===== src/adrs_pkg.sv =====
// Shared types, constants and sizes for the ATA DMA request sequencer.
// No dependencies; adrs_front, adrs_cmd_fifo, adrs_back and the top use scoped names, the checker and tb import it.
package adrs_pkg;

   localparam int QUEUE_DEPTH = 8;
   localparam int BUS_COUNT   = 2;
   localparam int PTR_W       = (QUEUE_DEPTH > 1) ? $clog2(QUEUE_DEPTH) : 1;
   localparam int FILL_W      = $clog2(QUEUE_DEPTH + 1);
   localparam int SLOT_W      = $clog2(2 * QUEUE_DEPTH);
   localparam int SLOTS       = 2 * QUEUE_DEPTH;

   // request function codes
   localparam logic [1:0] FUNC_READ   = 2'd0;
   localparam logic [1:0] FUNC_WRITE  = 2'd1;
   localparam logic [1:0] FUNC_REPORT = 2'd2;
   localparam logic [1:0] FUNC_NONE   = 2'd3;

   // result item kinds
   localparam logic [2:0] KIND_BYTE   = 3'd0;
   localparam logic [2:0] KIND_DWORD  = 3'd1;
   localparam logic [2:0] KIND_PRD    = 3'd2;
   localparam logic [2:0] KIND_DONE   = 3'd3;
   localparam logic [2:0] KIND_REJECT = 3'd4;

   // rejection codes
   localparam logic [1:0] REJ_NO_DRIVE = 2'd0;
   localparam logic [1:0] REJ_RANGE    = 2'd1;
   localparam logic [1:0] REJ_SIZE     = 2'd2;
   localparam logic [1:0] REJ_FULL     = 2'd3;

   // register indexes
   localparam logic [2:0] CSR_BM_BASE  = 3'd0;
   localparam logic [2:0] CSR_PRD_BASE = 3'd1;
   localparam logic [2:0] CSR_PRESENT  = 3'd2;
   localparam logic [2:0] CSR_LBA48    = 3'd3;
   localparam logic [2:0] CSR_SECT0    = 3'd4;
   localparam logic [2:0] CSR_SECT1    = 3'd5;
   localparam logic [2:0] CSR_SECT2    = 3'd6;
   localparam logic [2:0] CSR_SECT3    = 3'd7;

   // port and command constants
   localparam logic [15:0] PRI_BASE  = 16'h01f0;
   localparam logic [15:0] SEC_BASE  = 16'h0170;
   localparam logic [15:0] PRI_CTL   = 16'h03f4 + 16'd2;
   localparam logic [15:0] SEC_CTL   = 16'h0374 + 16'd2;
   localparam logic [7:0]  CMD_RD28  = 8'hc8;
   localparam logic [7:0]  CMD_RD48  = 8'h25;
   localparam logic [7:0]  CMD_WR28  = 8'hca;
   localparam logic [7:0]  CMD_WR48  = 8'h35;
   localparam logic [7:0]  DEV_LBA48 = 8'h40;
   localparam logic [7:0]  DEV_LBA28 = 8'he0;
   localparam logic [7:0]  CTL_SRST  = 8'h04;
   localparam logic [7:0]  BM_ERR    = 8'h02;

   typedef struct packed {
      logic [15:0]      bm_base;
      logic [31:0]      prd_base;
      logic [3:0]       present;
      logic [3:0]       lba48;
      logic [3:0][47:0] sectors;
   } cfg_type;

   // classified input item, front to back
   typedef struct packed {
      logic        is_report;
      logic        is_write;
      logic [1:0]  drv;
      logic [47:0] start_lba;
      logic [15:0] cnt;
      logic [31:0] buf_addr;
      logic [15:0] size;
      logic [7:0]  tag;
      logic        l48;
      logic        reject;
      logic [1:0]  code;
      logic        report_bus;
      logic [7:0]  status;
   } cmd_type;

   typedef struct packed {
      logic [2:0]  item_kind;
      logic [15:0] port_address;
      logic [31:0] write_data;
      logic [15:0] prd_byte_count;
      logic [7:0]  done_tag;
      logic        failed;
      logic [1:0]  reject_code;
      logic        last;
   } rsp_item_type;

endpackage


===== src/adrs_if.sv =====
// Channel interfaces for request and result transfers.
// Depends on nothing but plain logic types.
interface adrs_req_if;
   logic        valid;
   logic        ready;
   logic [1:0]  func;
   logic [1:0]  drive_number;
   logic [47:0] start_lba;
   logic [15:0] sector_total;
   logic [31:0] buffer_address;
   logic [15:0] buffer_bytes;
   logic [7:0]  request_tag;
   logic        report_bus;
   logic [7:0]  bm_status_byte;
   modport source (output valid, func, drive_number, start_lba, sector_total,
                   buffer_address, buffer_bytes, request_tag, report_bus,
                   bm_status_byte, input ready);
   modport sink (input valid, func, drive_number, start_lba, sector_total,
                 buffer_address, buffer_bytes, request_tag, report_bus,
                 bm_status_byte, output ready);
endinterface

interface adrs_rsp_if;
   logic        valid;
   logic        ready;
   logic [2:0]  item_kind;
   logic [15:0] port_address;
   logic [31:0] write_data;
   logic [15:0] prd_byte_count;
   logic [7:0]  done_tag;
   logic        failed;
   logic [1:0]  reject_code;
   logic        last;
   modport source (output valid, item_kind, port_address, write_data,
                   prd_byte_count, done_tag, failed, reject_code, last,
                   input ready);
   modport sink (input valid, item_kind, port_address, write_data,
                 prd_byte_count, done_tag, failed, reject_code, last,
                 output ready);
endinterface


===== src/adrs_front.sv =====
// Front end: takes request transfers, checks drive, range and size.
// Depends on adrs_pkg and adrs_if.
module adrs_front (
   adrs_req_if.sink          req,
   input  adrs_pkg::cfg_type cfg,
   input  logic              cmd_ready,
   output logic              cmd_valid,
   output adrs_pkg::cmd_type cmd
);
   logic        bus;
   logic [47:0] total;
   logic [48:0] diff;
   logic        absent;
   logic        bad_range;
   logic        bad_size;

   assign bus   = req.drive_number[1];
   assign total = cfg.sectors[req.drive_number];
   assign diff  = {1'b0, total} - {1'b0, req.start_lba};

   always_comb begin
      absent    = (int'(bus) >= adrs_pkg::BUS_COUNT) || !cfg.present[req.drive_number];
      // start must lie below the drive end and leave room for the count
      bad_range = diff[48] || (diff[47:0] == 48'd0) ||
                  (diff[47:0] < {32'd0, req.sector_total});
      bad_size  = (req.sector_total[15:7] != 9'd0) ||
                  (req.buffer_bytes != {req.sector_total[6:0], 9'd0});
   end

   always_comb begin
      cmd            = '0;
      cmd.is_report  = (req.func == adrs_pkg::FUNC_REPORT);
      cmd.is_write   = (req.func == adrs_pkg::FUNC_WRITE);
      cmd.drv        = req.drive_number;
      cmd.start_lba  = req.start_lba;
      cmd.cnt        = req.sector_total;
      cmd.buf_addr   = req.buffer_address;
      cmd.size       = req.buffer_bytes;
      cmd.tag        = req.request_tag;
      cmd.l48        = cfg.lba48[req.drive_number];
      cmd.report_bus = req.report_bus;
      cmd.status     = req.bm_status_byte;
      cmd.reject     = absent || bad_range || bad_size;
      if (absent) begin
         cmd.code = adrs_pkg::REJ_NO_DRIVE;
      end else if (bad_range) begin
         cmd.code = adrs_pkg::REJ_RANGE;
      end else begin
         cmd.code = adrs_pkg::REJ_SIZE;
      end
   end

   // an unused function code is taken and dropped
   assign req.ready = cmd_ready;
   assign cmd_valid = req.valid && (req.func != adrs_pkg::FUNC_NONE);

endmodule


===== src/adrs_cmd_fifo.sv =====
// Two-entry queue of classified commands between front and back.
// Depends on adrs_pkg.
module adrs_cmd_fifo (
   input  logic              clock,
   input  logic              reset,
   input  logic              push,
   input  adrs_pkg::cmd_type push_cmd,
   output logic              not_full,
   input  logic              pop,
   output logic              not_empty,
   output adrs_pkg::cmd_type pop_cmd
);
   adrs_pkg::cmd_type slot_ff [2];
   logic              wr_ptr_ff;
   logic              rd_ptr_ff;
   logic [1:0]        count_ff;

   assign not_full  = (count_ff != 2'd2);
   assign not_empty = (count_ff != 2'd0);
   assign pop_cmd   = slot_ff[rd_ptr_ff];

   always_ff @(posedge clock) begin
      if (push && not_full) begin
         slot_ff[wr_ptr_ff] <= push_cmd;
      end
   end

   always_ff @(posedge clock) begin
      if (reset) begin
         wr_ptr_ff <= 1'b0;
         rd_ptr_ff <= 1'b0;
         count_ff  <= 2'd0;
      end else begin
         if (push && not_full) wr_ptr_ff <= !wr_ptr_ff;
         if (pop && not_empty) rd_ptr_ff <= !rd_ptr_ff;
         count_ff <= count_ff + {1'b0, push && not_full} - {1'b0, pop && not_empty};
      end
   end

endmodule


===== src/adrs_back.sv =====
// Back end: per-bus request queues and the port write sequencer.
// Depends on adrs_pkg.
module adrs_back (
   input  logic                   clock,
   input  logic                   reset,
   input  adrs_pkg::cfg_type      cfg,
   input  logic                   cmd_valid,
   input  adrs_pkg::cmd_type      cmd,
   output logic                   cmd_pop,
   output logic                   rsp_valid,
   input  logic                   rsp_ready,
   output adrs_pkg::rsp_item_type rsp_item
);
   typedef enum logic [2:0] {
      S_IDLE, S_EXEC, S_REJECT, S_RESET, S_COMPLETE, S_LOAD, S_START, S_DONE
   } state_type;

   typedef struct packed {
      logic [47:0] lba;
      logic [1:0]  drv;
      logic [15:0] cnt;
      logic [15:0] size;
      logic [7:0]  tag;
      logic        wr;
      logic        l48;
      logic [31:0] buf_addr;
   } entry_type;

   localparam logic [adrs_pkg::FILL_W-1:0] FILL_FULL = adrs_pkg::FILL_W'(adrs_pkg::QUEUE_DEPTH);
   localparam logic [adrs_pkg::PTR_W-1:0]  PTR_LAST  = adrs_pkg::PTR_W'(adrs_pkg::QUEUE_DEPTH - 1);

   state_type                    state_ff;
   adrs_pkg::cmd_type            cmd_ff;
   logic                         bus_ff;
   logic [3:0]                   step_ff;
   logic                         then_done_ff;
   logic                         failed_ff;
   logic [7:0]                   done_tag_ff;
   logic [1:0]                   reject_code_ff;
   logic [adrs_pkg::PTR_W-1:0]   head_ff [2];
   logic [adrs_pkg::PTR_W-1:0]   tail_ff [2];
   logic [adrs_pkg::FILL_W-1:0]  fill_ff [2];
   logic                         retry_ff [2];
   logic [7:0]                   head_tag_ff [2];
   entry_type                    entry_ff;
   entry_type                    queue_mem [adrs_pkg::SLOTS];
   logic                         rsp_valid_ff;
   adrs_pkg::rsp_item_type       rsp_item_ff;

   logic                         out_free;
   logic                         sub_bus;
   logic                         rep_bus;
   logic                         mem_we;
   logic [adrs_pkg::SLOT_W-1:0]  wr_slot;
   logic [adrs_pkg::SLOT_W-1:0]  rd_slot;
   entry_type                    new_entry;
   adrs_pkg::rsp_item_type       seq_item;
   adrs_pkg::rsp_item_type       out_item;
   logic                         out_load;
   logic [3:0]                   last_step;
   logic [15:0]                  bm_port;
   logic [15:0]                  tf_base;
   logic [15:0]                  ctl_port;
   logic [7:0]                   cmd_code;
   logic [3:0]                   ms_bit;

   assign out_free = !rsp_valid_ff || rsp_ready;
   assign sub_bus  = cmd_ff.drv[1];
   assign rep_bus  = cmd_ff.report_bus;
   assign cmd_pop  = (state_ff == S_IDLE) && cmd_valid;
   assign rsp_valid = rsp_valid_ff;
   assign rsp_item  = rsp_item_ff;

   assign mem_we = (state_ff == S_EXEC) && !cmd_ff.is_report && !cmd_ff.reject &&
                   (fill_ff[sub_bus] != FILL_FULL);
   assign wr_slot = adrs_pkg::SLOT_W'(sub_bus) * adrs_pkg::SLOT_W'(adrs_pkg::QUEUE_DEPTH)
                    + adrs_pkg::SLOT_W'(tail_ff[sub_bus]);
   assign rd_slot = adrs_pkg::SLOT_W'(bus_ff) * adrs_pkg::SLOT_W'(adrs_pkg::QUEUE_DEPTH)
                    + adrs_pkg::SLOT_W'(head_ff[bus_ff]);

   always_comb begin
      new_entry          = '0;
      new_entry.lba      = cmd_ff.start_lba;
      new_entry.drv      = cmd_ff.drv;
      new_entry.cnt      = cmd_ff.cnt;
      new_entry.size     = cmd_ff.size;
      new_entry.tag      = cmd_ff.tag;
      new_entry.wr       = cmd_ff.is_write;
      new_entry.l48      = cmd_ff.l48;
      new_entry.buf_addr = cmd_ff.buf_addr;
   end

   always_ff @(posedge clock) begin
      if (mem_we) begin
         queue_mem[wr_slot] <= new_entry;
      end
      if (state_ff == S_LOAD) begin
         entry_ff <= queue_mem[rd_slot];
      end
   end

   // one item of the start sequence, selected by step
   always_comb begin
      bm_port   = cfg.bm_base + {12'd0, bus_ff, 3'd0};
      tf_base   = bus_ff ? adrs_pkg::SEC_BASE : adrs_pkg::PRI_BASE;
      ctl_port  = bus_ff ? adrs_pkg::SEC_CTL : adrs_pkg::PRI_CTL;
      ms_bit    = {3'd0, entry_ff.drv[0]};
      last_step = entry_ff.l48 ? 4'd13 : 4'd10;
      if (entry_ff.wr) begin
         cmd_code = entry_ff.l48 ? adrs_pkg::CMD_WR48 : adrs_pkg::CMD_WR28;
      end else begin
         cmd_code = entry_ff.l48 ? adrs_pkg::CMD_RD48 : adrs_pkg::CMD_RD28;
      end
      seq_item           = '0;
      seq_item.item_kind = adrs_pkg::KIND_BYTE;
      case (step_ff)
         4'd0: begin
            seq_item.item_kind      = adrs_pkg::KIND_PRD;
            seq_item.write_data     = entry_ff.buf_addr;
            seq_item.prd_byte_count = entry_ff.size;
         end
         4'd1: seq_item.port_address = bm_port;
         4'd2: begin
            seq_item.item_kind    = adrs_pkg::KIND_DWORD;
            seq_item.port_address = bm_port + 16'd4;
            seq_item.write_data   = cfg.prd_base + {28'd0, bus_ff, 3'd0};
         end
         4'd3: begin
            seq_item.port_address = bm_port;
            seq_item.write_data   = {28'd0, !entry_ff.wr, 3'b001};
         end
         default: begin
            if (entry_ff.l48) begin
               case (step_ff)
                  4'd4: begin
                     seq_item.port_address = tf_base + 16'd6;
                     seq_item.write_data   = {24'd0, adrs_pkg::DEV_LBA48 | {ms_bit, 4'd0}};
                  end
                  4'd5: begin
                     seq_item.port_address = tf_base + 16'd2;
                     seq_item.write_data   = {24'd0, entry_ff.cnt[15:8]};
                  end
                  4'd6: begin
                     seq_item.port_address = tf_base + 16'd3;
                     seq_item.write_data   = {24'd0, entry_ff.lba[31:24]};
                  end
                  4'd7: begin
                     seq_item.port_address = tf_base + 16'd4;
                     seq_item.write_data   = {24'd0, entry_ff.lba[39:32]};
                  end
                  4'd8: begin
                     seq_item.port_address = tf_base + 16'd5;
                     seq_item.write_data   = {24'd0, entry_ff.lba[47:40]};
                  end
                  4'd9: begin
                     seq_item.port_address = tf_base + 16'd2;
                     seq_item.write_data   = {24'd0, entry_ff.cnt[7:0]};
                  end
                  4'd10: begin
                     seq_item.port_address = tf_base + 16'd3;
                     seq_item.write_data   = {24'd0, entry_ff.lba[7:0]};
                  end
                  4'd11: begin
                     seq_item.port_address = tf_base + 16'd4;
                     seq_item.write_data   = {24'd0, entry_ff.lba[15:8]};
                  end
                  4'd12: begin
                     seq_item.port_address = tf_base + 16'd5;
                     seq_item.write_data   = {24'd0, entry_ff.lba[23:16]};
                  end
                  default: begin
                     seq_item.port_address = tf_base + 16'd7;
                     seq_item.write_data   = {24'd0, cmd_code};
                  end
               endcase
            end else begin
               case (step_ff)
                  4'd4: begin
                     seq_item.port_address = tf_base + 16'd6;
                     seq_item.write_data   = {24'd0, adrs_pkg::DEV_LBA28 | {ms_bit, 4'd0}
                                              | {4'd0, entry_ff.lba[27:24]}};
                  end
                  4'd5: seq_item.port_address = tf_base + 16'd1;
                  4'd6: begin
                     seq_item.port_address = tf_base + 16'd2;
                     seq_item.write_data   = {24'd0, entry_ff.cnt[7:0]};
                  end
                  4'd7: begin
                     seq_item.port_address = tf_base + 16'd3;
                     seq_item.write_data   = {24'd0, entry_ff.lba[7:0]};
                  end
                  4'd8: begin
                     seq_item.port_address = tf_base + 16'd4;
                     seq_item.write_data   = {24'd0, entry_ff.lba[15:8]};
                  end
                  4'd9: begin
                     seq_item.port_address = tf_base + 16'd5;
                     seq_item.write_data   = {24'd0, entry_ff.lba[23:16]};
                  end
                  default: begin
                     seq_item.port_address = tf_base + 16'd7;
                     seq_item.write_data   = {24'd0, cmd_code};
                  end
               endcase
            end
         end
      endcase
      seq_item.last = (step_ff == last_step) && !then_done_ff;
   end

   // item loaded into the output register in the current state
   always_comb begin
      out_item = '0;
      out_load = 1'b0;
      unique case (state_ff)
         S_REJECT: begin
            out_load             = out_free;
            out_item.item_kind   = adrs_pkg::KIND_REJECT;
            out_item.done_tag    = cmd_ff.tag;
            out_item.reject_code = reject_code_ff;
            out_item.last        = 1'b1;
         end
         S_RESET: begin
            // clear bus-master status, pulse soft reset
            out_load           = out_free;
            out_item.item_kind = adrs_pkg::KIND_BYTE;
            if (step_ff == 4'd0) begin
               out_item.port_address = bm_port + 16'd2;
               out_item.write_data   = {24'd0, adrs_pkg::BM_ERR};
            end else begin
               out_item.port_address = ctl_port;
               out_item.write_data   = (step_ff == 4'd1) ?
                                       {24'd0, adrs_pkg::CTL_SRST} : 32'd0;
            end
         end
         S_START: begin
            out_load = out_free;
            out_item = seq_item;
         end
         S_DONE: begin
            out_load           = out_free;
            out_item.item_kind = adrs_pkg::KIND_DONE;
            out_item.done_tag  = done_tag_ff;
            out_item.failed    = failed_ff;
            out_item.last      = 1'b1;
         end
         default: ;
      endcase
   end

   always_ff @(posedge clock) begin
      if (reset) begin
         state_ff       <= S_IDLE;
         rsp_valid_ff   <= 1'b0;
         then_done_ff   <= 1'b0;
         step_ff        <= 4'd0;
         bus_ff         <= 1'b0;
         failed_ff      <= 1'b0;
         for (int b = 0; b < 2; b++) begin
            head_ff[b]  <= '0;
            tail_ff[b]  <= '0;
            fill_ff[b]  <= '0;
            retry_ff[b] <= 1'b0;
         end
      end else begin
         if (out_load) begin
            rsp_valid_ff <= 1'b1;
            rsp_item_ff  <= out_item;
         end else if (rsp_ready) begin
            rsp_valid_ff <= 1'b0;
         end
         unique case (state_ff)
            S_IDLE: begin
               if (cmd_valid) begin
                  cmd_ff   <= cmd;
                  state_ff <= S_EXEC;
               end
            end
            S_EXEC: begin
               if (!cmd_ff.is_report) begin
                  if (cmd_ff.reject) begin
                     reject_code_ff <= cmd_ff.code;
                     state_ff       <= S_REJECT;
                  end else if (fill_ff[sub_bus] == FILL_FULL) begin
                     reject_code_ff <= adrs_pkg::REJ_FULL;
                     state_ff       <= S_REJECT;
                  end else begin
                     tail_ff[sub_bus] <= (tail_ff[sub_bus] == PTR_LAST) ? '0
                                         : tail_ff[sub_bus] + 1'b1;
                     fill_ff[sub_bus] <= fill_ff[sub_bus] + 1'b1;
                     bus_ff           <= sub_bus;
                     then_done_ff     <= 1'b0;
                     state_ff <= (fill_ff[sub_bus] == '0) ? S_LOAD : S_IDLE;
                  end
               end else if ((int'(rep_bus) >= adrs_pkg::BUS_COUNT) ||
                            (fill_ff[rep_bus] == '0)) begin
                  state_ff <= S_IDLE;
               end else begin
                  bus_ff  <= rep_bus;
                  step_ff <= 4'd0;
                  if (cmd_ff.status[1]) begin
                     state_ff <= S_RESET;
                  end else if (!cmd_ff.status[0]) begin
                     failed_ff <= 1'b0;
                     state_ff  <= S_COMPLETE;
                  end else begin
                     state_ff <= S_IDLE;
                  end
               end
            end
            S_REJECT: begin
               if (out_free) begin
                  state_ff <= S_IDLE;
               end
            end
            S_RESET: begin
               if (out_free) begin
                  if (step_ff == 4'd2) begin
                     step_ff <= 4'd0;
                     if (!retry_ff[bus_ff]) begin
                        retry_ff[bus_ff] <= 1'b1;
                        then_done_ff     <= 1'b0;
                        state_ff         <= S_LOAD;
                     end else begin
                        failed_ff <= 1'b1;
                        state_ff  <= S_COMPLETE;
                     end
                  end else begin
                     step_ff <= step_ff + 4'd1;
                  end
               end
            end
            S_COMPLETE: begin
               done_tag_ff      <= head_tag_ff[bus_ff];
               head_ff[bus_ff]  <= (head_ff[bus_ff] == PTR_LAST) ? '0 : head_ff[bus_ff] + 1'b1;
               fill_ff[bus_ff]  <= fill_ff[bus_ff] - 1'b1;
               retry_ff[bus_ff] <= 1'b0;
               if (fill_ff[bus_ff] > adrs_pkg::FILL_W'(1)) begin
                  then_done_ff <= 1'b1;
                  state_ff     <= S_LOAD;
               end else begin
                  state_ff <= S_DONE;
               end
            end
            S_LOAD: begin
               head_tag_ff[bus_ff] <= queue_mem[rd_slot].tag;
               step_ff             <= 4'd0;
               state_ff            <= S_START;
            end
            S_START: begin
               if (out_free) begin
                  step_ff <= step_ff + 4'd1;
                  if (step_ff == last_step) begin
                     state_ff <= then_done_ff ? S_DONE : S_IDLE;
                  end
               end
            end
            S_DONE: begin
               if (out_free) begin
                  then_done_ff <= 1'b0;
                  state_ff     <= S_IDLE;
               end
            end
            default: state_ff <= S_IDLE;
         endcase
      end
   end

   a_fill_bound: assert property (@(posedge clock) disable iff (reset)
      (fill_ff[0] <= FILL_FULL) && (fill_ff[1] <= FILL_FULL))
      else $error("queue fill above depth");

   a_retry_needs_head: assert property (@(posedge clock) disable iff (reset)
      (fill_ff[bus_ff] == '0) |-> !retry_ff[bus_ff])
      else $error("retry flag set on empty queue");

   a_start_has_head: assert property (@(posedge clock) disable iff (reset)
      (state_ff == S_START) |-> (fill_ff[bus_ff] != '0))
      else $error("start sequence with empty queue");

   a_load_to_start: assert property (@(posedge clock) disable iff (reset)
      (state_ff == S_LOAD) |=> (state_ff == S_START))
      else $error("entry load not followed by start");

endmodule


===== src/ata_dma_request_sequencer.sv =====
// Top level of the ATA DMA request sequencer: registers, front, queue, back.
// Depends on adrs_pkg, adrs_if, adrs_front, adrs_cmd_fifo and adrs_back.
//
// Requests and bus-master status reports enter on req_ch; port writes, PRD
// entries, completions and rejections leave on rsp_ch, one transfer per
// cycle at most and only while the consumer is ready, the last one of each
// input marked by last. The front checks each request combinationally and
// queues it in a two-entry command queue; the back finishes each command
// before it takes the next: a request start loads the entry from the per-bus
// request memory, then sends a PRD entry and the LBA28 or LBA48 port writes;
// an error recovery first clears bus-master status and pulses soft reset.
// The output register lets the back keep working, up to its next transfer,
// while the consumer holds off a finished transfer. Registers are written
// through csr_we/csr_index/csr_wdata while no work is pending: the user must
// keep to this, as the block does not enforce it; there is no read-back.
module ata_dma_request_sequencer (
   input  logic        clock,
   input  logic        reset,
   adrs_req_if.sink    req_ch,
   adrs_rsp_if.source  rsp_ch,
   input  logic        csr_we,
   input  logic [2:0]  csr_index,
   input  logic [47:0] csr_wdata
);
   adrs_pkg::cfg_type      cfg_ff;
   adrs_pkg::cmd_type      front_cmd;
   adrs_pkg::cmd_type      back_cmd;
   adrs_pkg::rsp_item_type item;
   logic                   front_valid;
   logic                   fifo_not_full;
   logic                   fifo_not_empty;
   logic                   back_pop;

   always_ff @(posedge clock) begin
      if (reset) begin
         cfg_ff <= '0;
      end else if (csr_we) begin
         unique case (csr_index)
            adrs_pkg::CSR_BM_BASE:  cfg_ff.bm_base    <= csr_wdata[15:0];
            adrs_pkg::CSR_PRD_BASE: cfg_ff.prd_base   <= csr_wdata[31:0];
            adrs_pkg::CSR_PRESENT:  cfg_ff.present    <= csr_wdata[3:0];
            adrs_pkg::CSR_LBA48:    cfg_ff.lba48      <= csr_wdata[3:0];
            adrs_pkg::CSR_SECT0:    cfg_ff.sectors[0] <= csr_wdata;
            adrs_pkg::CSR_SECT1:    cfg_ff.sectors[1] <= csr_wdata;
            adrs_pkg::CSR_SECT2:    cfg_ff.sectors[2] <= csr_wdata;
            adrs_pkg::CSR_SECT3:    cfg_ff.sectors[3] <= csr_wdata;
            default: ;
         endcase
      end
   end

   adrs_front u_front (
      .req       (req_ch),
      .cfg       (cfg_ff),
      .cmd_ready (fifo_not_full),
      .cmd_valid (front_valid),
      .cmd       (front_cmd)
   );

   adrs_cmd_fifo u_fifo (
      .clock     (clock),
      .reset     (reset),
      .push      (front_valid),
      .push_cmd  (front_cmd),
      .not_full  (fifo_not_full),
      .pop       (back_pop),
      .not_empty (fifo_not_empty),
      .pop_cmd   (back_cmd)
   );

   adrs_back u_back (
      .clock     (clock),
      .reset     (reset),
      .cfg       (cfg_ff),
      .cmd_valid (fifo_not_empty),
      .cmd       (back_cmd),
      .cmd_pop   (back_pop),
      .rsp_valid (rsp_ch.valid),
      .rsp_ready (rsp_ch.ready),
      .rsp_item  (item)
   );

   assign rsp_ch.item_kind      = item.item_kind;
   assign rsp_ch.port_address   = item.port_address;
   assign rsp_ch.write_data     = item.write_data;
   assign rsp_ch.prd_byte_count = item.prd_byte_count;
   assign rsp_ch.done_tag       = item.done_tag;
   assign rsp_ch.failed         = item.failed;
   assign rsp_ch.reject_code    = item.reject_code;
   assign rsp_ch.last           = item.last;

endmodule


===== src/flat_wrapper.sv =====
// flat-port wrapper written by rule: the top's interface ports become plain ports
module ata_dma_request_sequencer_flat 
  (clock, reset, csr_we, csr_index, csr_wdata, req_ch_valid, req_ch_func, req_ch_drive_number, req_ch_start_lba, req_ch_sector_total, req_ch_buffer_address, req_ch_buffer_bytes, req_ch_request_tag, req_ch_report_bus, req_ch_bm_status_byte, req_ch_ready, rsp_ch_valid, rsp_ch_item_kind, rsp_ch_port_address, rsp_ch_write_data, rsp_ch_prd_byte_count, rsp_ch_done_tag, rsp_ch_failed, rsp_ch_reject_code, rsp_ch_last, rsp_ch_ready);
  adrs_req_if req_ch_i ();
  adrs_rsp_if rsp_ch_i ();
  input  logic clock;
  input  logic reset;
  input  logic csr_we;
  input  logic [2:0] csr_index;
  input  logic [47:0] csr_wdata;
  input wire logic [$bits(req_ch_i.valid)-1:0] req_ch_valid;
  input wire logic [$bits(req_ch_i.func)-1:0] req_ch_func;
  input wire logic [$bits(req_ch_i.drive_number)-1:0] req_ch_drive_number;
  input wire logic [$bits(req_ch_i.start_lba)-1:0] req_ch_start_lba;
  input wire logic [$bits(req_ch_i.sector_total)-1:0] req_ch_sector_total;
  input wire logic [$bits(req_ch_i.buffer_address)-1:0] req_ch_buffer_address;
  input wire logic [$bits(req_ch_i.buffer_bytes)-1:0] req_ch_buffer_bytes;
  input wire logic [$bits(req_ch_i.request_tag)-1:0] req_ch_request_tag;
  input wire logic [$bits(req_ch_i.report_bus)-1:0] req_ch_report_bus;
  input wire logic [$bits(req_ch_i.bm_status_byte)-1:0] req_ch_bm_status_byte;
  output wire logic [$bits(req_ch_i.ready)-1:0] req_ch_ready;
  output wire logic [$bits(rsp_ch_i.valid)-1:0] rsp_ch_valid;
  output wire logic [$bits(rsp_ch_i.item_kind)-1:0] rsp_ch_item_kind;
  output wire logic [$bits(rsp_ch_i.port_address)-1:0] rsp_ch_port_address;
  output wire logic [$bits(rsp_ch_i.write_data)-1:0] rsp_ch_write_data;
  output wire logic [$bits(rsp_ch_i.prd_byte_count)-1:0] rsp_ch_prd_byte_count;
  output wire logic [$bits(rsp_ch_i.done_tag)-1:0] rsp_ch_done_tag;
  output wire logic [$bits(rsp_ch_i.failed)-1:0] rsp_ch_failed;
  output wire logic [$bits(rsp_ch_i.reject_code)-1:0] rsp_ch_reject_code;
  output wire logic [$bits(rsp_ch_i.last)-1:0] rsp_ch_last;
  input wire logic [$bits(rsp_ch_i.ready)-1:0] rsp_ch_ready;
  assign req_ch_i.valid = req_ch_valid;
  assign req_ch_i.func = req_ch_func;
  assign req_ch_i.drive_number = req_ch_drive_number;
  assign req_ch_i.start_lba = req_ch_start_lba;
  assign req_ch_i.sector_total = req_ch_sector_total;
  assign req_ch_i.buffer_address = req_ch_buffer_address;
  assign req_ch_i.buffer_bytes = req_ch_buffer_bytes;
  assign req_ch_i.request_tag = req_ch_request_tag;
  assign req_ch_i.report_bus = req_ch_report_bus;
  assign req_ch_i.bm_status_byte = req_ch_bm_status_byte;
  assign req_ch_ready = req_ch_i.ready;
  assign rsp_ch_valid = rsp_ch_i.valid;
  assign rsp_ch_item_kind = rsp_ch_i.item_kind;
  assign rsp_ch_port_address = rsp_ch_i.port_address;
  assign rsp_ch_write_data = rsp_ch_i.write_data;
  assign rsp_ch_prd_byte_count = rsp_ch_i.prd_byte_count;
  assign rsp_ch_done_tag = rsp_ch_i.done_tag;
  assign rsp_ch_failed = rsp_ch_i.failed;
  assign rsp_ch_reject_code = rsp_ch_i.reject_code;
  assign rsp_ch_last = rsp_ch_i.last;
  assign rsp_ch_i.ready = rsp_ch_ready;
  ata_dma_request_sequencer u_core (.clock(clock), .reset(reset), .req_ch(req_ch_i), .rsp_ch(rsp_ch_i), .csr_we(csr_we), .csr_index(csr_index), .csr_wdata(csr_wdata));
endmodule

===== config.mk =====
export PLATFORM = sky130hd
export DESIGN_NAME = ata_dma_request_sequencer_flat
export DESIGN_NICKNAME = d
export VERILOG_FILES = /design/src/adrs_pkg.sv /design/src/adrs_if.sv /design/src/adrs_front.sv /design/src/adrs_cmd_fifo.sv /design/src/adrs_back.sv /design/src/ata_dma_request_sequencer.sv /design/src/flat_wrapper.sv
export SDC_FILE = /design/constraint.sdc
export NUM_CORES = 2
export LEC_CHECK = 0
export ABC_AREA = 1
export CAP_MARGIN = 20
export CORE_MARGIN = 4
export CORE_UTILIZATION = 50
export CTS_CLUSTER_DIAMETER = 50
export DETAILED_ROUTE_END_ITERATION = 16
export DONT_BUFFER_PORTS = 1
export PLACE_DENSITY = 0.68
export SLEW_MARGIN = 10
export SYNTH_ARGS = -nofsm -noshare
export SYNTH_HDL_FRONTEND = slang
export SYNTH_SLANG_ARGS = --single-unit

===== constraint.sdc =====
create_clock -name clock -period 7.5 [get_ports clock]
set_clock_uncertainty 0.2 [all_clocks]
set_input_delay 0 -clock clock [delete_from_list [all_inputs] [get_ports clock]]
set_output_delay 0 -clock clock [all_outputs]
set_load 0.05 [all_outputs]

---- Yosys cells after proc, flatten, opt, wreduce, memory -nomap -nowiden ----
Memory sizes are Yosys's and may differ from the RTL's. A register that Yosys moved wholly into a read port is not among the register bits.
Cells that the tools add are included.
word-level totals
  input port bits ......................... 189
  memories kept ........................... 7
  logic and storage cells ................. 309
  memory bits (writable) .................. 2296
  output and inout bits ................... 81
  register bits after elaboration ......... 459
memories
  name                       words  width  rd ports  clocked after memory_dff  write ports  line                 source
  u_core.u_back.queue_mem    16     124    1         0                         1            adrs_back.sv:46      entry_type queue_mem [adrs_pkg::SLOTS];
  u_core.u_fifo.slot_ff      2      137    1         1                         1            adrs_cmd_fifo.sv:13  adrs_pkg::cmd_type slot_ff [2];
  u_core.u_back.head_tag_ff  2      8      1         1                         1            adrs_back.sv:44      logic [7:0] head_tag_ff [2];
  u_core.u_back.fill_ff      2      4      3         1                         2            adrs_back.sv:42      logic [adrs_pkg::FILL_W-1:0] fill_ff [2];
  u_core.u_back.head_ff      2      3      1         1                         2            adrs_back.sv:40      logic [adrs_pkg::PTR_W-1:0] head_ff [2];
  u_core.u_back.tail_ff      2      3      1         0                         2            adrs_back.sv:41      logic [adrs_pkg::PTR_W-1:0] tail_ff [2];
  +1 memories                --     --     --        --                        --           --
operators by class
  multiplexer cells ....................... 124
  bitwise gates (word level) .............. 4
  add/subtract/negate cells ............... 21
  $lt $le $gt $ge ......................... 3
  equality and inequality tests ........... 56
  reduce and logical (&&, ||, !) cells .... 61
operator list
  cell                                                             count
  42-bit case mux with 9 select lines                              1
  48-bit 2-to-1 mux                                                3
  32-bit case mux with 4 select lines                              1
  48-bit binary-select mux with 2-bit select                       1
  48-bit case mux with 2 select lines                              1
  1-bit 2-to-1 mux                                                 67
  3-bit 2-to-1 mux                                                 20
  10-bit case mux with 6 select lines                              1
  48-bit by 48-bit subtractor with 49-bit output                   1
  48-bit zero test                                                 1
  48-bit by 16-bit less-than comparator with 1-bit output          1
  16-bit case mux with 3 select lines                              1
  8-bit case mux with 6 select lines                               1
  9-bit by 3-bit adder with 10-bit output, second input constant   4
  8-bit 2-to-1 mux                                                 5
  2-bit != test, second input constant                             20
  32-bit by 4-bit adder with 32-bit output                         1
  3-bit == test, second input constant                             10
  4-bit 2-to-1 mux                                                 7
  4-bit == test, second input constant                             6
  2-bit AND reduction                                              11
  3-bit case mux with 7 select lines                               1
  9-bit by 2-bit adder with 10-bit output, second input constant   2
  16-bit by 2-bit adder with 16-bit output, second input constant  1
  other kinds (51)                                                 101

---- Logic depth before layout (Yosys ltp) ----
An unclocked memory read counts as a cell.
  word-level depth ........................ 11
  mapped depth ............................ 28
  mapped depth without buffers ............ 25

---- Modules after synthesis ----
Synthesis repeated with hierarchy kept, for this count alone.
second synthesis, totals
  cell total of the unflattened synthesis .. 10402
  area total of the unflattened synthesis .. 121829.3 sq um
by module, submodules not included
  module                     sequential area each (sq um)  times used  area each (sq um)  cells each
  adrs_back                  70577.7                       1           94602.0            7055
  adrs_cmd_fifo              8328.0                        1           10216.0            465
  ata_dma_request_sequencer  4964.8                        1           9655.5             1409
  adrs_front                 0.0                           1           7355.8             1473

---- Worst setup path after synthesis ----
Ideal clock, no wire load.
  path kind ............................... register to register
  start point ............................. reg u_core.u_back.cmd_ff[134] (netlist bit)
  end point ............................... mem u_core.u_back.queue_mem[0][0] (netlist bit) (enable)
  clock period less this slack ............ 7.641 ns
  data arrival time ....................... 6.835 ns
  cell stages (with the launch flop) ...... 13
  path slack .............................. -0.141 ns
  cell sequence ........................... edfxtp_1 -> clkbuf_1 -> nand2_1 -> o21ai_0 -> inv_1 -> ha_1 -> inv_1 -> nor3_1 -> nor2_1 -> nand2_1 -> nor2_2 -> nand2_1 -> nor2_1
on the way
  word-level cells in the longest chain between the ends .. 5
  elaborated cells between the ends (all ways) .. 7
  those cells by class .................... add/sub (1); eq/ne (1); mux (2); reduce/logical (1); memory (2)
RTL lines
  what                            line              source
  from (decl)                     adrs_back.sv:33   adrs_pkg::cmd_type cmd_ff;
  from (signal assigned)          adrs_back.sv:275  cmd_ff <= cmd;
  memory read 2 x 4 bit           --
  4-bit != test                   --
  1-bit logical AND               --
  1-bit 2-to-1 mux (2 in series)  --
  to (decl)                       adrs_back.sv:46
Parallel ways exist; a longest one is shown, timed or not.

==> flow_summary.json <==
{
  "layout_worst_path_cycle_share": 0.738,
  "core_um2": 236000,
  "final_cells": 13753,
  "syn_to_final_growth_pct": 14.0,
  "max_cap_violations": 0,
  "cts_sinks": 2867,
  "final_nets": 10663,
  "port_buffers": 0,
  "antenna_found_initial": 24,
  "root_buffer": "clkbuf_16",
  "wirelength_mm": 362,
  "hp-class": "input pin to flop",
  "r2r_slack_ns": 2.67,
  "max_freq_mhz": 181,
  "cts_made_buffers": 299,
  "worstPathRequired_ns": 7.94,
  "cts_setup_buffers": 0,
  "finalSetupViolCount": 0,
  "hpwlAfterDp_mm": 201,
  "syn_area_um2": 119000,
  "max_slew_margin": 0.201,
  "grt_remaining_overflow": 0,
  "clockBufferDepth": 4,
  "place_area_um2": 122000,
  "layout-drive-gt1-share": 0.0611,
  "routabilityCongestion": 0.961,
  "use_met1": 0.387,
  "arrival_ns": 5.97,
  "seq_power_share": 0.468,
  "die_h_um": 495,
  "rsz0062_at_grt": "false",
  "ys_ff_latch": 2867,
  "drt-vias-per-instance": 6.08,
  "critPathCaptureType": "flop",
  "grt_pass1_wl_mm": 525,
  "grt_pass1_vias": 79325,
  "totalPowerFinal_mw": 43.3,
  "initial_core_util": 0.503,
  "p_clk_frac": 0.325,
  "p_comb_frac": 0.207,
  "peakVddDrop_mv": 0.214,
  "cts_resized": 0,
  "netSwitchingFraction": 0.313,
  "period_needed_ns": 5.54,
  "leakage_nw": 47.5,
  "crit_path_start_kind": "input pin",
  "synth_top_flop_cell": "edfxtp_1",
  "ant_nets": 0,
  "drv_slew": 0,
  "internal_power_mw": 29.8,
  "grt_max_degree": 200,
  "die-area_um2": 245000,
  "cts_tree": "done",
  "num_rows": 178,
  "syn_area_per_cell_um2": 11.7,
  "io_pins": 270,
  "synth_nets": 10438,
  "drt-pass1-iter-count": 7,
  "synth_edf_count": 2603,
  "status": "complete, no violations",
  "cts-htree-levels": 5,
  "drt_iter0_drc": 10566,
  "grt_use_total": 0.288,
  "fin_area_um2": 135000,
  "die_x_um": 495,
  "syn_inst": 10163,
  "routedWlPerCell_um": 26.3,
  "clkLatencyLatePin_ns": 0.95,
  "path_clk_slew_ns": 0.05,
  "hold-worst-slack_ns": 0.0280,
  "path_max_fanout": 47,
  "nFillCells": 18587,
  "global_route.usage.met2": 0.452,
  "p_sw_mw": 13.5,
  "hold_viol_final": 0,
  "critical_path_class": "input pin to flop",
  "final_core_util": 0.574,
  "yosysUniqueCellTypes": 63,
  "synth-warning-count": 0,
  "ys_seq_area_frac": 0.703,
  "grt.busiest_layer": "met2",
  "grt_use_met3": 0.0571,
  "async_flop_share": 0,
  "dp.cells": 12788,
  "drc_errors": 0,
  "worst_pin_slew_ns": 1.20,
  "powerDensity_nw_per_um2": 320,
  "vias": 83634
}
-- sequential cells by signal (all words and copies together), names as in the netlist, named ones only --
register / count
u_core.u_fifo.rd_ptr_ff: 1
u_core.u_fifo.wr_ptr_ff: 1
u_core.u_back.bus_ff: 1
u_core.cfg_ff: 248
u_core.u_back.rep_bus: 1
u_core.u_back.rsp_item: 79
u_core.u_back.head_tag_ff: 16
u_core.u_back.head_ff: 6
u_core.u_back.step_ff: 4
u_core.u_back.done_tag_ff: 8
u_core.u_back.then_done_ff: 1
u_core.u_back.state_ff: 3
u_core.u_fifo.slot_ff: 262
u_core.u_fifo.count_ff: 2
u_core.u_back.tail_ff: 6
u_core.u_back.reject_code_ff: 2
u_core.u_back.cmd_ff: 130
u_core.u_back.retry_ff: 2
u_core.u_back.entry_ff: 115
u_core.u_back.fill_ff: 8
u_core.u_back.queue_mem: 1968
u_core.u_back.rsp_valid: 1
u_core.u_back.failed_ff: 1
-- stage by stage --
step | worst slack, ns | setup TNS [ns]
2_1_floorplan | -0.141 | -278.09
3_3_place_gp | 2.41 | 0
3_5_place_dp | 2.47 | 0
4_1_cts | 2.14 | 0
5_1_grt | 1.62 | 0
6_report | 1.96 | 0
-- power by group through the flow --
stage	clock (mW)	combinational, mW	sequential, mW
2_1_floorplan	0	5.70	20.2
3_3_place_gp	0	8.33	20.5
3_5_place_dp	0	8.53	20.6
4_1_cts	14.2	8.85	20.2
5_1_grt	14.9	9.75	20.4
6_report	14.1	8.97	20.3
-- worst max-delay path: stages --
cell and delay [ns]:
dlygate4sd3_1 0.56, dlygate4sd3_1 0.70, inv_1 0.83, o21ai_0 0.26, o22ai_1 0.69, ha_1 0.45, nand2_1 0.11, inv_1 0.06
nand2_1 0.06, nand2_1 0.09, a21oi_1 0.19, nand2_1 0.18, nand2_1 0.10, nand2_1 0.15, ha_1 0.33, a21oi_1 0.13
nor2_1 0.05, a211oi_1 0.15, o21ai_0 0.12, a21oi_1 0.12, nor2_1 0.09, nor2_1 0.11, nand3_1 0.21, nand2_1 0.13
nor2_1 0.06
-- cells by family after synthesis --
family,share of synthesized area
AO/OA/AOI/OAI,0.153
XOR/XNOR,0.00241
adder cells (fa/ha/maj),0.00913
buffers and inverters,0.0452
flip-flops,0.703
multiplexers,0.0000843
AND/OR/NAND/NOR,0.0869
-- final timing paths --
check | start | endpoint | cells after the start
setup reg to reg | flop | u_core.u_back.entry_ff[100] | 9
hold reg to reg | u_core.cfg_ff[198] | u_core.cfg_ff[198] | 2
hold / removal | req_ch_sector_total[15] | u_core.u_fifo.slot_ff[1][9] | 9
setup / recovery | req_ch_drive_number[1] | u_core.u_fifo.slot_ff[1][10] | 25
-- synth_stat cells (61+ instances only) --
cell	n	area, µm²
o211ai_1	285	2140
nand3_1	124	621
inv_1	713	2680
o22ai_1	61	382
a21oi_1	1104	5530
o32ai_1	193	1690
clkbuf_1	523	1960
o21ai_0	1399	7000
nor3_1	85	425
ha_1	85	1060
nand2_1	1125	4220
dfxtp_1	264	5290
nor2_1	1078	4050
buf_2	103	515
edfxtp_1	2603	78200
-- layout make-up --
cell class              count  area, µm²  share of cell area
inverters                 735       2780              0.0205
clock buffers             374       7990              0.0590
repair buffers            579       5860              0.0433
clock inverters           126       1130             0.00836
flip-flops and latches   2867      83500               0.617
diodes                     16       40.0            0.000296
multi-input cells        5906      30200               0.223
well taps                3150       3940              0.0291
-- placed cells by master (no fill, tap or decap), types with 19 or more instances in the layout --
cell type	n
ha_1	85
o211ai_1	285
clkinv_1	52
clkinv_2	43
xor2_1	23
buf_12	30
nor2_1	1053
nor2_2	20
nand2_1	1124
bufinv_16	19
inv_1	710
dfxtp_1	262
nor2_4	26
o21ai_1	49
a221oi_1	20
clkbuf_1	63
or2_2	19
o32ai_1	193
clkbuf_16	308
nor3_1	82
edfxtp_1	2603
buf_4	101
o221ai_1	60
dlygate4sd3_1	446
nand4_1	38
o22ai_1	61
nand3_1	124
a21oi_1	1104
o21ai_0	1399
-- repair_timing --
item / in CTS / in global routing
hold buffers: 447 / 0
setup endpoints to repair: 0 / 0
endpoints found under the hold margin: 842 / 0
-- routing by layer --
layer | vias to the layer above | share of wire
li1 | 37289 | -
met1 | 40924 | 0.39
met2 | 4640 | 0.46
met3 | 775 | 0.099
met4 | 6 | 0.053
met5 | - | 0.00011
Power figures use the tool's default switching activity.
